<file path="config.mk">
export PLATFORM = sky130hd
export DESIGN_NAME = mac_address_packet_filter
export DESIGN_NICKNAME = d
export VERILOG_FILES = /design/src/rtl/maf_pkg.sv /design/src/rtl/mac_address_packet_filter.sv /design/src/rtl/maf_table.sv
export SDC_FILE = /design/constraint.sdc
export NUM_CORES = 2
export LEC_CHECK = 0
export BUFFER_PORTS_ARGS = -buffer_cell sky130_fd_sc_hd__buf_2
export CORE_ASPECT_RATIO = 0.9
export CORE_MARGIN = 5
export CORE_UTILIZATION = 50
export CTS_CLUSTER_DIAMETER = 60
export DETAILED_ROUTE_END_ITERATION = 12
export PLACE_DENSITY_LB_ADDON = 0.12
export SLEW_MARGIN = 40
export SYNTH_ARGS = -nofsm -noshare
export SYNTH_HDL_FRONTEND = slang
export SYNTH_HIERARCHICAL = 1
export SYNTH_SLANG_ARGS = --single-unit
</file>
<file path="constraint.sdc">
create_clock -name clk_i -period 17.2 [get_ports clk_i]
set_input_delay 3.44 -clock clk_i [delete_from_list [all_inputs] [get_ports clk_i]]
set_output_delay 3.44 -clock clk_i [all_outputs]
set_load 0.03 [all_outputs]
</file>
<file path="src/rtl/maf_pkg.sv">
// ----------------------------------------------------------------------------
// maf_pkg: shared types and constants of the MAC address packet filter
// Item and result payloads, address table requests, mode and register codes.
// ----------------------------------------------------------------------------
package maf_pkg;

  // Slots in each of the three address tables
  localparam int unsigned TableDepth = 16;
  localparam int unsigned AddrW      = 48;
  localparam int unsigned CountW     = 32;
  localparam int unsigned ItemModeW  = 3;
  localparam int unsigned FiltModeW  = 2;
  localparam int unsigned CfgIndexW  = 2;

  // Per-table filter mode register coding; code three acts as unused
  typedef enum logic [FiltModeW-1:0] {
    FILT_UNUSED = 2'd0,
    FILT_NORMAL = 2'd1,
    FILT_INVERT = 2'd2
  } filt_mode_e;

  // Item mode field coding; codes five to seven are ignored
  typedef enum logic [ItemModeW-1:0] {
    MODE_FILTER     = 3'd0,
    MODE_INS_BSSID  = 3'd1,
    MODE_INS_SOURCE = 3'd2,
    MODE_INS_DEST   = 3'd3,
    MODE_INS_ALL    = 3'd4
  } item_mode_e;

  // Configuration register indexes
  typedef enum logic [CfgIndexW-1:0] {
    REG_BSSID_MODE  = 2'd0,
    REG_SOURCE_MODE = 2'd1,
    REG_DEST_MODE   = 2'd2
  } cfg_reg_e;

  typedef struct packed {
    logic [ItemModeW-1:0] mode;
    logic [AddrW-1:0]     bssid_address;
    logic [AddrW-1:0]     source_address;
    logic [AddrW-1:0]     dest_address;
    logic [AddrW-1:0]     entry_address;
  } item_t;

  typedef struct packed {
    logic              frame_hit;
    logic              bssid_table_hit;
    logic              source_table_hit;
    logic              dest_table_hit;
    logic              table_full;
    logic [CountW-1:0] bssid_hit_total;
    logic [CountW-1:0] source_hit_total;
    logic [CountW-1:0] dest_hit_total;
  } result_t;

  // Lookup / insert request to one address table
  typedef struct packed {
    logic             ins;
    logic [AddrW-1:0] key;
  } tab_req_t;

  // Table answer: key present, insert dropped for lack of room
  typedef struct packed {
    logic present;
    logic drop;
  } tab_rsp_t;

endpackage

</file>
<file path="src/rtl/mac_address_packet_filter.sv">
// ----------------------------------------------------------------------------
// mac_address_packet_filter: three-table exact-match MAC address filter
// Keeps BSSID, source and destination tables; scores frames and counts hits.
// ----------------------------------------------------------------------------
//
//  channel   handshake                  payload
//  --------  -------------------------  -------------------------------
//  item in   start & !busy              item_i   (maf_pkg::item_t)
//  result    result_valid_o, 1 cycle    result_o (maf_pkg::result_t)
//  config    cfg_we_i, no wait          cfg_index_i, cfg_wdata_i
//
//  An item accepted into the input register is scored, then registered in the result
//  register and held on result_o for exactly one cycle, when the result transfers.
//  busy stays low: a new item can enter every cycle, and each item sees the
//  tables and counters as left by the one before.
//  The depth is set by the input register and the result register around the
//  table compare. The receiver cannot stall, so no result is ever held.
//  Reset clears valid bits, counters and mode registers; no clearing pass.
//
module mac_address_packet_filter (
  input  logic              clk_i,
  input  logic              rst_ni,
  input  logic              start,
  output logic              busy,
  input  maf_pkg::item_t    item_i,
  output logic              result_valid_o,
  output maf_pkg::result_t  result_o,
  input  logic              cfg_we_i,
  input  logic [maf_pkg::CfgIndexW-1:0] cfg_index_i,
  input  logic [maf_pkg::FiltModeW-1:0] cfg_wdata_i
);
  import maf_pkg::*;

  // Normal mode hits on absence, inverted mode on presence
  function automatic logic score(filt_mode_e m, logic present);
    logic hit;
    unique case (m)
      FILT_NORMAL: hit = !present;
      FILT_INVERT: hit = present;
      default:     hit = 1'b0;
    endcase
    return hit;
  endfunction

  function automatic logic [CountW-1:0] sat_inc(logic [CountW-1:0] c, logic en);
    logic [CountW-1:0] r;
    r = (en && (c != '1)) ? c + CountW'(1) : c;
    return r;
  endfunction

  filt_mode_e bssid_mode_q, source_mode_q, dest_mode_q;

  logic              valid_q;
  item_t             item_q;
  logic              accept;

  logic              is_filter;
  logic              ins_b, ins_s, ins_d;
  tab_req_t          req_b, req_s, req_d;
  tab_rsp_t          rsp_b, rsp_s, rsp_d;
  logic              hit_b, hit_s, hit_d;

  logic [CountW-1:0] cnt_b_q, cnt_s_q, cnt_d_q;
  logic [CountW-1:0] cnt_b_d, cnt_s_d, cnt_d_d;

  logic              result_valid_q;
  result_t           result_q, result_d;

  assign busy   = 1'b0;
  assign accept = start && !busy;

  // Configuration: unknown indexes are dropped
  always_ff @(posedge clk_i or negedge rst_ni) begin
    if (!rst_ni) begin
      bssid_mode_q  <= FILT_UNUSED;
      source_mode_q <= FILT_UNUSED;
      dest_mode_q   <= FILT_UNUSED;
    end else if (cfg_we_i) begin
      unique case (cfg_index_i)
        REG_BSSID_MODE:  bssid_mode_q  <= filt_mode_e'(cfg_wdata_i);
        REG_SOURCE_MODE: source_mode_q <= filt_mode_e'(cfg_wdata_i);
        REG_DEST_MODE:   dest_mode_q   <= filt_mode_e'(cfg_wdata_i);
        default: ;
      endcase
    end
  end

  // Input register
  always_ff @(posedge clk_i or negedge rst_ni) begin
    if (!rst_ni) begin
      valid_q <= 1'b0;
    end else begin
      valid_q <= accept;
    end
  end

  always_ff @(posedge clk_i) begin
    if (accept) begin
      item_q <= item_i;
    end
  end

  // Decode the item: filters compare frame addresses, inserts the entry
  assign is_filter = valid_q && (item_q.mode == MODE_FILTER);
  assign ins_b = valid_q && ((item_q.mode == MODE_INS_BSSID)  || (item_q.mode == MODE_INS_ALL));
  assign ins_s = valid_q && ((item_q.mode == MODE_INS_SOURCE) || (item_q.mode == MODE_INS_ALL));
  assign ins_d = valid_q && ((item_q.mode == MODE_INS_DEST)   || (item_q.mode == MODE_INS_ALL));

  assign req_b.ins = ins_b;
  assign req_b.key = is_filter ? item_q.bssid_address : item_q.entry_address;
  assign req_s.ins = ins_s;
  assign req_s.key = is_filter ? item_q.source_address : item_q.entry_address;
  assign req_d.ins = ins_d;
  assign req_d.key = is_filter ? item_q.dest_address : item_q.entry_address;

  maf_table u_bssid_table (
    .clk_i  (clk_i),
    .rst_ni (rst_ni),
    .req_i  (req_b),
    .rsp_o  (rsp_b)
  );

  maf_table u_source_table (
    .clk_i  (clk_i),
    .rst_ni (rst_ni),
    .req_i  (req_s),
    .rsp_o  (rsp_s)
  );

  maf_table u_dest_table (
    .clk_i  (clk_i),
    .rst_ni (rst_ni),
    .req_i  (req_d),
    .rsp_o  (rsp_d)
  );

  // Score each table, only for filter items
  assign hit_b = is_filter && score(bssid_mode_q, rsp_b.present);
  assign hit_s = is_filter && score(source_mode_q, rsp_s.present);
  assign hit_d = is_filter && score(dest_mode_q, rsp_d.present);

  // Advance the hit counters; hold at all ones
  assign cnt_b_d = sat_inc(cnt_b_q, hit_b);
  assign cnt_s_d = sat_inc(cnt_s_q, hit_s);
  assign cnt_d_d = sat_inc(cnt_d_q, hit_d);

  always_ff @(posedge clk_i or negedge rst_ni) begin
    if (!rst_ni) begin
      cnt_b_q <= '0;
      cnt_s_q <= '0;
      cnt_d_q <= '0;
    end else begin
      cnt_b_q <= cnt_b_d;
      cnt_s_q <= cnt_s_d;
      cnt_d_q <= cnt_d_d;
    end
  end

  // Result register: one transfer per accepted item
  always_comb begin
    result_d.frame_hit        = hit_b || hit_s || hit_d;
    result_d.bssid_table_hit  = hit_b;
    result_d.source_table_hit = hit_s;
    result_d.dest_table_hit   = hit_d;
    result_d.table_full       = rsp_b.drop || rsp_s.drop || rsp_d.drop;
    result_d.bssid_hit_total  = cnt_b_d;
    result_d.source_hit_total = cnt_s_d;
    result_d.dest_hit_total   = cnt_d_d;
  end

  always_ff @(posedge clk_i or negedge rst_ni) begin
    if (!rst_ni) begin
      result_valid_q <= 1'b0;
    end else begin
      result_valid_q <= valid_q;
    end
  end

  always_ff @(posedge clk_i) begin
    if (valid_q) begin
      result_q <= result_d;
    end
  end

  assign result_valid_o = result_valid_q;
  assign result_o       = result_q;

endmodule

</file>
<file path="src/rtl/maf_table.sv">
// ----------------------------------------------------------------------------
// maf_table: one exact-match address table
// Parallel compare over all valid slots; insert fills the lowest free slot.
// ----------------------------------------------------------------------------
module maf_table (
  input  logic            clk_i,
  input  logic            rst_ni,
  input  maf_pkg::tab_req_t req_i,
  output maf_pkg::tab_rsp_t rsp_o
);
  import maf_pkg::*;

  logic [AddrW-1:0]      entry_q [TableDepth];
  logic [TableDepth-1:0] valid_q;
  logic [TableDepth-1:0] match;
  logic [TableDepth-1:0] free;
  logic [TableDepth-1:0] first_free;
  logic                  present;
  logic                  full;
  logic                  ins_ok;

  always_comb begin
    for (int i = 0; i < TableDepth; i++) begin
      match[i] = valid_q[i] && (entry_q[i] == req_i.key);
    end
  end

  // Isolate the lowest clear valid bit
  assign free       = ~valid_q;
  assign first_free = free & (~free + TableDepth'(1));
  assign present    = |match;
  assign full       = &valid_q;
  assign ins_ok     = req_i.ins && !present && !full;

  assign rsp_o.present = present;
  assign rsp_o.drop    = req_i.ins && !present && full;

  always_ff @(posedge clk_i or negedge rst_ni) begin
    if (!rst_ni) begin
      valid_q <= '0;
    end else if (ins_ok) begin
      valid_q <= valid_q | first_free;
    end
  end

  always_ff @(posedge clk_i) begin
    for (int i = 0; i < TableDepth; i++) begin
      if (ins_ok && first_free[i]) begin
        entry_q[i] <= req_i.key;
      end
    end
  end

endmodule
</file>
==> run_results.csv <==
group,metric,value,unit
flow_run,maxCapViolations,0,
yosys,main_combinational_cell_family_by_area_after_synthesis,"XOR/XNOR gates",
setup_path,cp_buf_inv_count,3,
placed_design,placement.setup.worst_slack,8.65,ns
drt,number_of_drc_markers_in_iteration_0,6182,
cells_and_area,ff_latch_area,81900,sq um
yosys,synth_top_cells_by_area,"edfxtp_1 (68%), xnor2_1 (9.5%), xor2_1 (7.5%), dfrtp_1 (3.3%), nand4_1 (2.1%)",
yosys,synthDominantCellAreaShare,0.677,
clocking,cts-htree-levels,5,
placed_design,place.detailed.hpwl,199000,um
yosys,synth-simple-area-share,0.0750,
global_route,number_of_global_route_vias_before_repair,61700,
floorplan,die_h,466,um
drt,wire_length_per_cell,29.6,um
yosys,synthAdderAreaFrac,0.000326,
timing,period_minus_slack,8.61,ns
yosys,postSynth.asyncResetShare,0.0552,
setup_path,crit_fanout,58,
power_and_ir_drop,power.static_leakage,0.0426,uW
yosys,post-synth-top-area-cell,"edfxtp_1",
yosys,synthesis.nets,7485,
outcome,status,"finished, final reports clean",
timing,timing.final.crit_share,0.501,
floorplan,num_ports,306,
global_route,grt_overflow,0,
global_route,wire_length_of_the_first_global_routing_pass,462000,um
setup_path,critPathMostFrequentCell,"buf_4",
placed_design,placement.io_buffers,304,
yosys,post_synth_instance_area,115000,sq um
setup_path,critical_path.cell_chain,"or4b_2 > buf_4 > nand2_1 > nand2_2 > buf_4 > xor2_1 > nor4_1 > nand4_1 > nor4_1 > a311oi_2 > nand4_4 > or2_2 > and3b_1 > o21ai_1 > buf_4 > a211oi_1 > nand2_1 > nor2_1 > xor2_1",
setup_path,worst_path_max_delay_cell,"or4b_2",
setup_path,critical_path.endpoint_type,"flop",
floorplan,initial_utilization,0.502,
drt,route.antenna.remaining_nets,0,
yosys,synthXorXnorAreaFrac,0.170,
yosys,synth.ff_latch_count,2752,
cells_and_area,final_area,130000,sq um
cells_and_area,multiInputGateArea,31000,sq um
clocking,cts-hold-fix-buffers,0,
clocking,postCtsSetupBuffers,0,
timing,setup_viol,0,
cells_and_area,area_delta_synth_final,12.5,%
drt,dr.pass1.iters,5,
clocking,clkTransAtPathRegs,0.06,ns
clocking,post_cts.resized_instances,0,
global_route,grt_max_degree,77,
setup_path,critical-path-max-stage-delay,1.03,ns
global_route,antenna_found_initial,14,
timing,worst_slew_pin_slew,0.929,ns
floorplan,core_region_area,230000,sq um
yosys,mux_share_of_post_synthesis_cell_area,0.000781,
setup_path,sort_of_element_at_the_start_of_the_critical_path,"flop",
floorplan,die_x,516,um
clocking,cts_made_buffers,302,
min_path,worstHoldPathType,"reg -> reg",
timing,timing.final.max_slew_violations,0,
floorplan,die_area,240000,sq um
setup_path,setup.worst_path.class,"reg -> reg",
drt,avgViaCountPerCell,5.71,
clocking,clk-insertion-delay-late,0.93,ns
yosys,synth_enable_flop_cells,2600,
drt,vias,63100,
timing,grt_setup_unrepaired,"false",
setup_path,crit_required,17.85,ns
placed_design,placed_inst_area,120000,sq um
yosys,avgSynthCellArea,15.8,sq um
cells_and_area,fillCellCount,18100,
yosys,yosys_warnings,6,
timing,fin_tns_setup,0,ns
clocking,tritoncts_clock_tree,"yes",
yosys,synth_compound_area_frac,0.0168,
timing,slew_headroom,0.375,
drt,detail_route.drc_violations,0,
timing,final_worst_slack,8.59,ns
floorplan,floorplan.rows,167,
drt,routed_wirelength,327000,um
power_and_ir_drop,power.ir.vdd_worst,105,uV
power_and_ir_drop,power.density_cell_area,119,nW/um^2
yosys,ys_seq_area_frac,0.710,
timing,finalHoldViolations,0,
yosys,dominantRegCellSynth,"edfxtp_1",
yosys,post_synth_inst_count,7279,
clocking,clock_sink_total,2752,
setup_path,cp.arrival,9.26,ns
global_route,grtUsageTotal,0.269,
timing,fin_worst_skew,0.0657,ns
placed_design,place.gp.congestion,0.858,
clocking,clock_tree.root_cell,"clkbuf_16",
cells_and_area,net_count_reported_at_finish,7978,
setup_path,cpLargestDelayFamily,"simple AND/OR/NAND/NOR gates",
cells_and_area,final_layout_size_suffix_gt1_frac,0.147,
timing,maxClockFrequency,116,MHz
yosys,number_of_unique_standard_cell_types_used_by_synthesis,87,
clocking,max-clock-path-buffers,4,
==> cell usage in the layout (no fill, tap or decap), types with 71 or more instances in the layout <==
cell type | Yosys | final
buf_2 | 99 | 302
nand2_1 | 425 | 281
edfxtp_1 | 2600 | 2600
nand2_2 | 2 | 142
buf_4 | 106 | 214
nand3_1 | 109 | 109
dfrtp_1 | 152 | 151
xor2_1 | 982 | 982
nor2_1 | 74 | 71
inv_1 | 129 | 129
xnor2_1 | 1255 | 1255
nor3_1 | 93 | 76
nor4_1 | 296 | 282
clkbuf_16 | 0 | 312
nand4_1 | 380 | 380
==> final timing paths <==
check / to / from / depth (start not counted) / slack [ns]
hold reg to reg: cnt_s_q[27] / cnt_s_q[27] / 1 / 0.49
min in group asynchronous: cnt_s_q[20] / rst_ni / 1 / 2.57
setup / recovery: result_o[86] / valid_q / 19 / 8.59
hold / removal: cnt_s_q[27] / cnt_s_q[27] / 1 / 0.49
setup reg to reg: result_o[86] / valid_q / 19 / 8.59
max in group asynchronous: u_source_table/valid_q[7] / rst_ni / 3 / 12.73
==> cell type report <==
type | instances | area share
sequential | 2752 | 0.631
multi-input combinational | 4056 | 0.239
clock buffer | 386 | 0.0627
tap | 3042 | 0.0293
timing repair buffer | 521 | 0.0246
clock inverter | 134 | 0.00857
inverter | 139 | 0.00402
antenna | 7 | 0.000135
==> registers in the layout, summed over array words and instances, names as in the netlist, 16 cells and up <==
register and flops:
cnt_d_q 32, u_source_table/entry_q 768, result_o 101, item_q 195
u_bssid_table/valid_q 16, u_dest_table/valid_q 16, u_dest_table/entry_q 768, u_bssid_table/entry_q 768
cnt_b_q 32, u_source_table/valid_q 16, cnt_s_q 32
==> Yosys cell counts (8+ instances only) <==
master     instances
and2_1             9
buf_1             12
inv_2              9
nor3_1            93
nand2b_1          35
o2111ai_1         21
nor4_2            10
buf_2             99
nand2_1          425
o2bb2ai_1         15
a2111oi_0         16
dfrtp_1          152
a222oi_1           8
and4_1            10
inv_1            129
buf_4            106
o21ai_0           21
a21oi_1           12
o21bai_1          10
o21ai_1            9
buf_6             81
o22ai_1           25
nor2_1            74
a221oi_1           8
xnor2_1         1255
and3_1            19
xor2_1           982
clkbuf_1          17
or4_1             16
mux2_2             8
nor3b_1            8
nor4_1           296
nand3_1          109
buf_8             14
edfxtp_1        2600
nand4_1          380
nor2b_1           40
o31ai_1           18
==> per-layer routing <==
| metal | wire (um) | GRT usage | up-vias |
|---|---|---|---|
| li1 | - | - | 27600 |
| met1 | 140000 | 0.378 | 32800 |
| met2 | 153000 | 0.428 | 2169 |
| met3 | 18300 | 0.0329 | 541 |
| met4 | 15500 | 0.110 | 0 |
| met5 | 0 | 0 | - |
==> worst reg2reg max path, cell delays in order (launching register included) <==
cell	delay, ns
dfrtp_4	0.96
or4b_2	1.05
buf_4	0.46
nand2_1	0.73
nand2_2	0.57
buf_4	0.46
xor2_1	0.27
nor4_1	0.31
nand4_1	0.21
nor4_1	0.66
a311oi_2	0.31
nand4_4	0.60
or2_2	0.27
and3b_1	0.17
o21ai_1	0.06
buf_4	0.19
a211oi_1	0.53
nand2_1	0.24
nor2_1	0.21
xor2_1	0.10
==> where the power goes <==
part / switching, uW / internal [uW] / total (uW)
Clock: 2550 / 3610 / 6160
Sequential: 94.9 / 7600 / 7700
Combinational: 1180 / 456 / 1640
Total: 3830 / 11700 / 15500
==> kinds of logic after synthesis <==
logic type | Yosys count
buffers and inverters | 471
multiplexers | 8
flip-flops | 2752
adder cells (fa/ha/maj) | 3
other | 1
AND/OR/NAND/NOR | 1572
AO/OA/AOI/OAI | 235
XOR/XNOR | 2237
==> metrics by stage <==
step	utilization	hold WS [ns]	power (uW)	std cells
after global routing	0.564	0.513	16000	11000
after floorplan	-	0.446	8800	7279
final	0.564	0.485	15500	11000
after CTS	0.564	0.487	15600	11000
after detailed placement	0.524	0.475	9470	10500
after global placement	0.524	0.468	9450	10500
No activity file was read; power rests on OpenSTA's default activity.
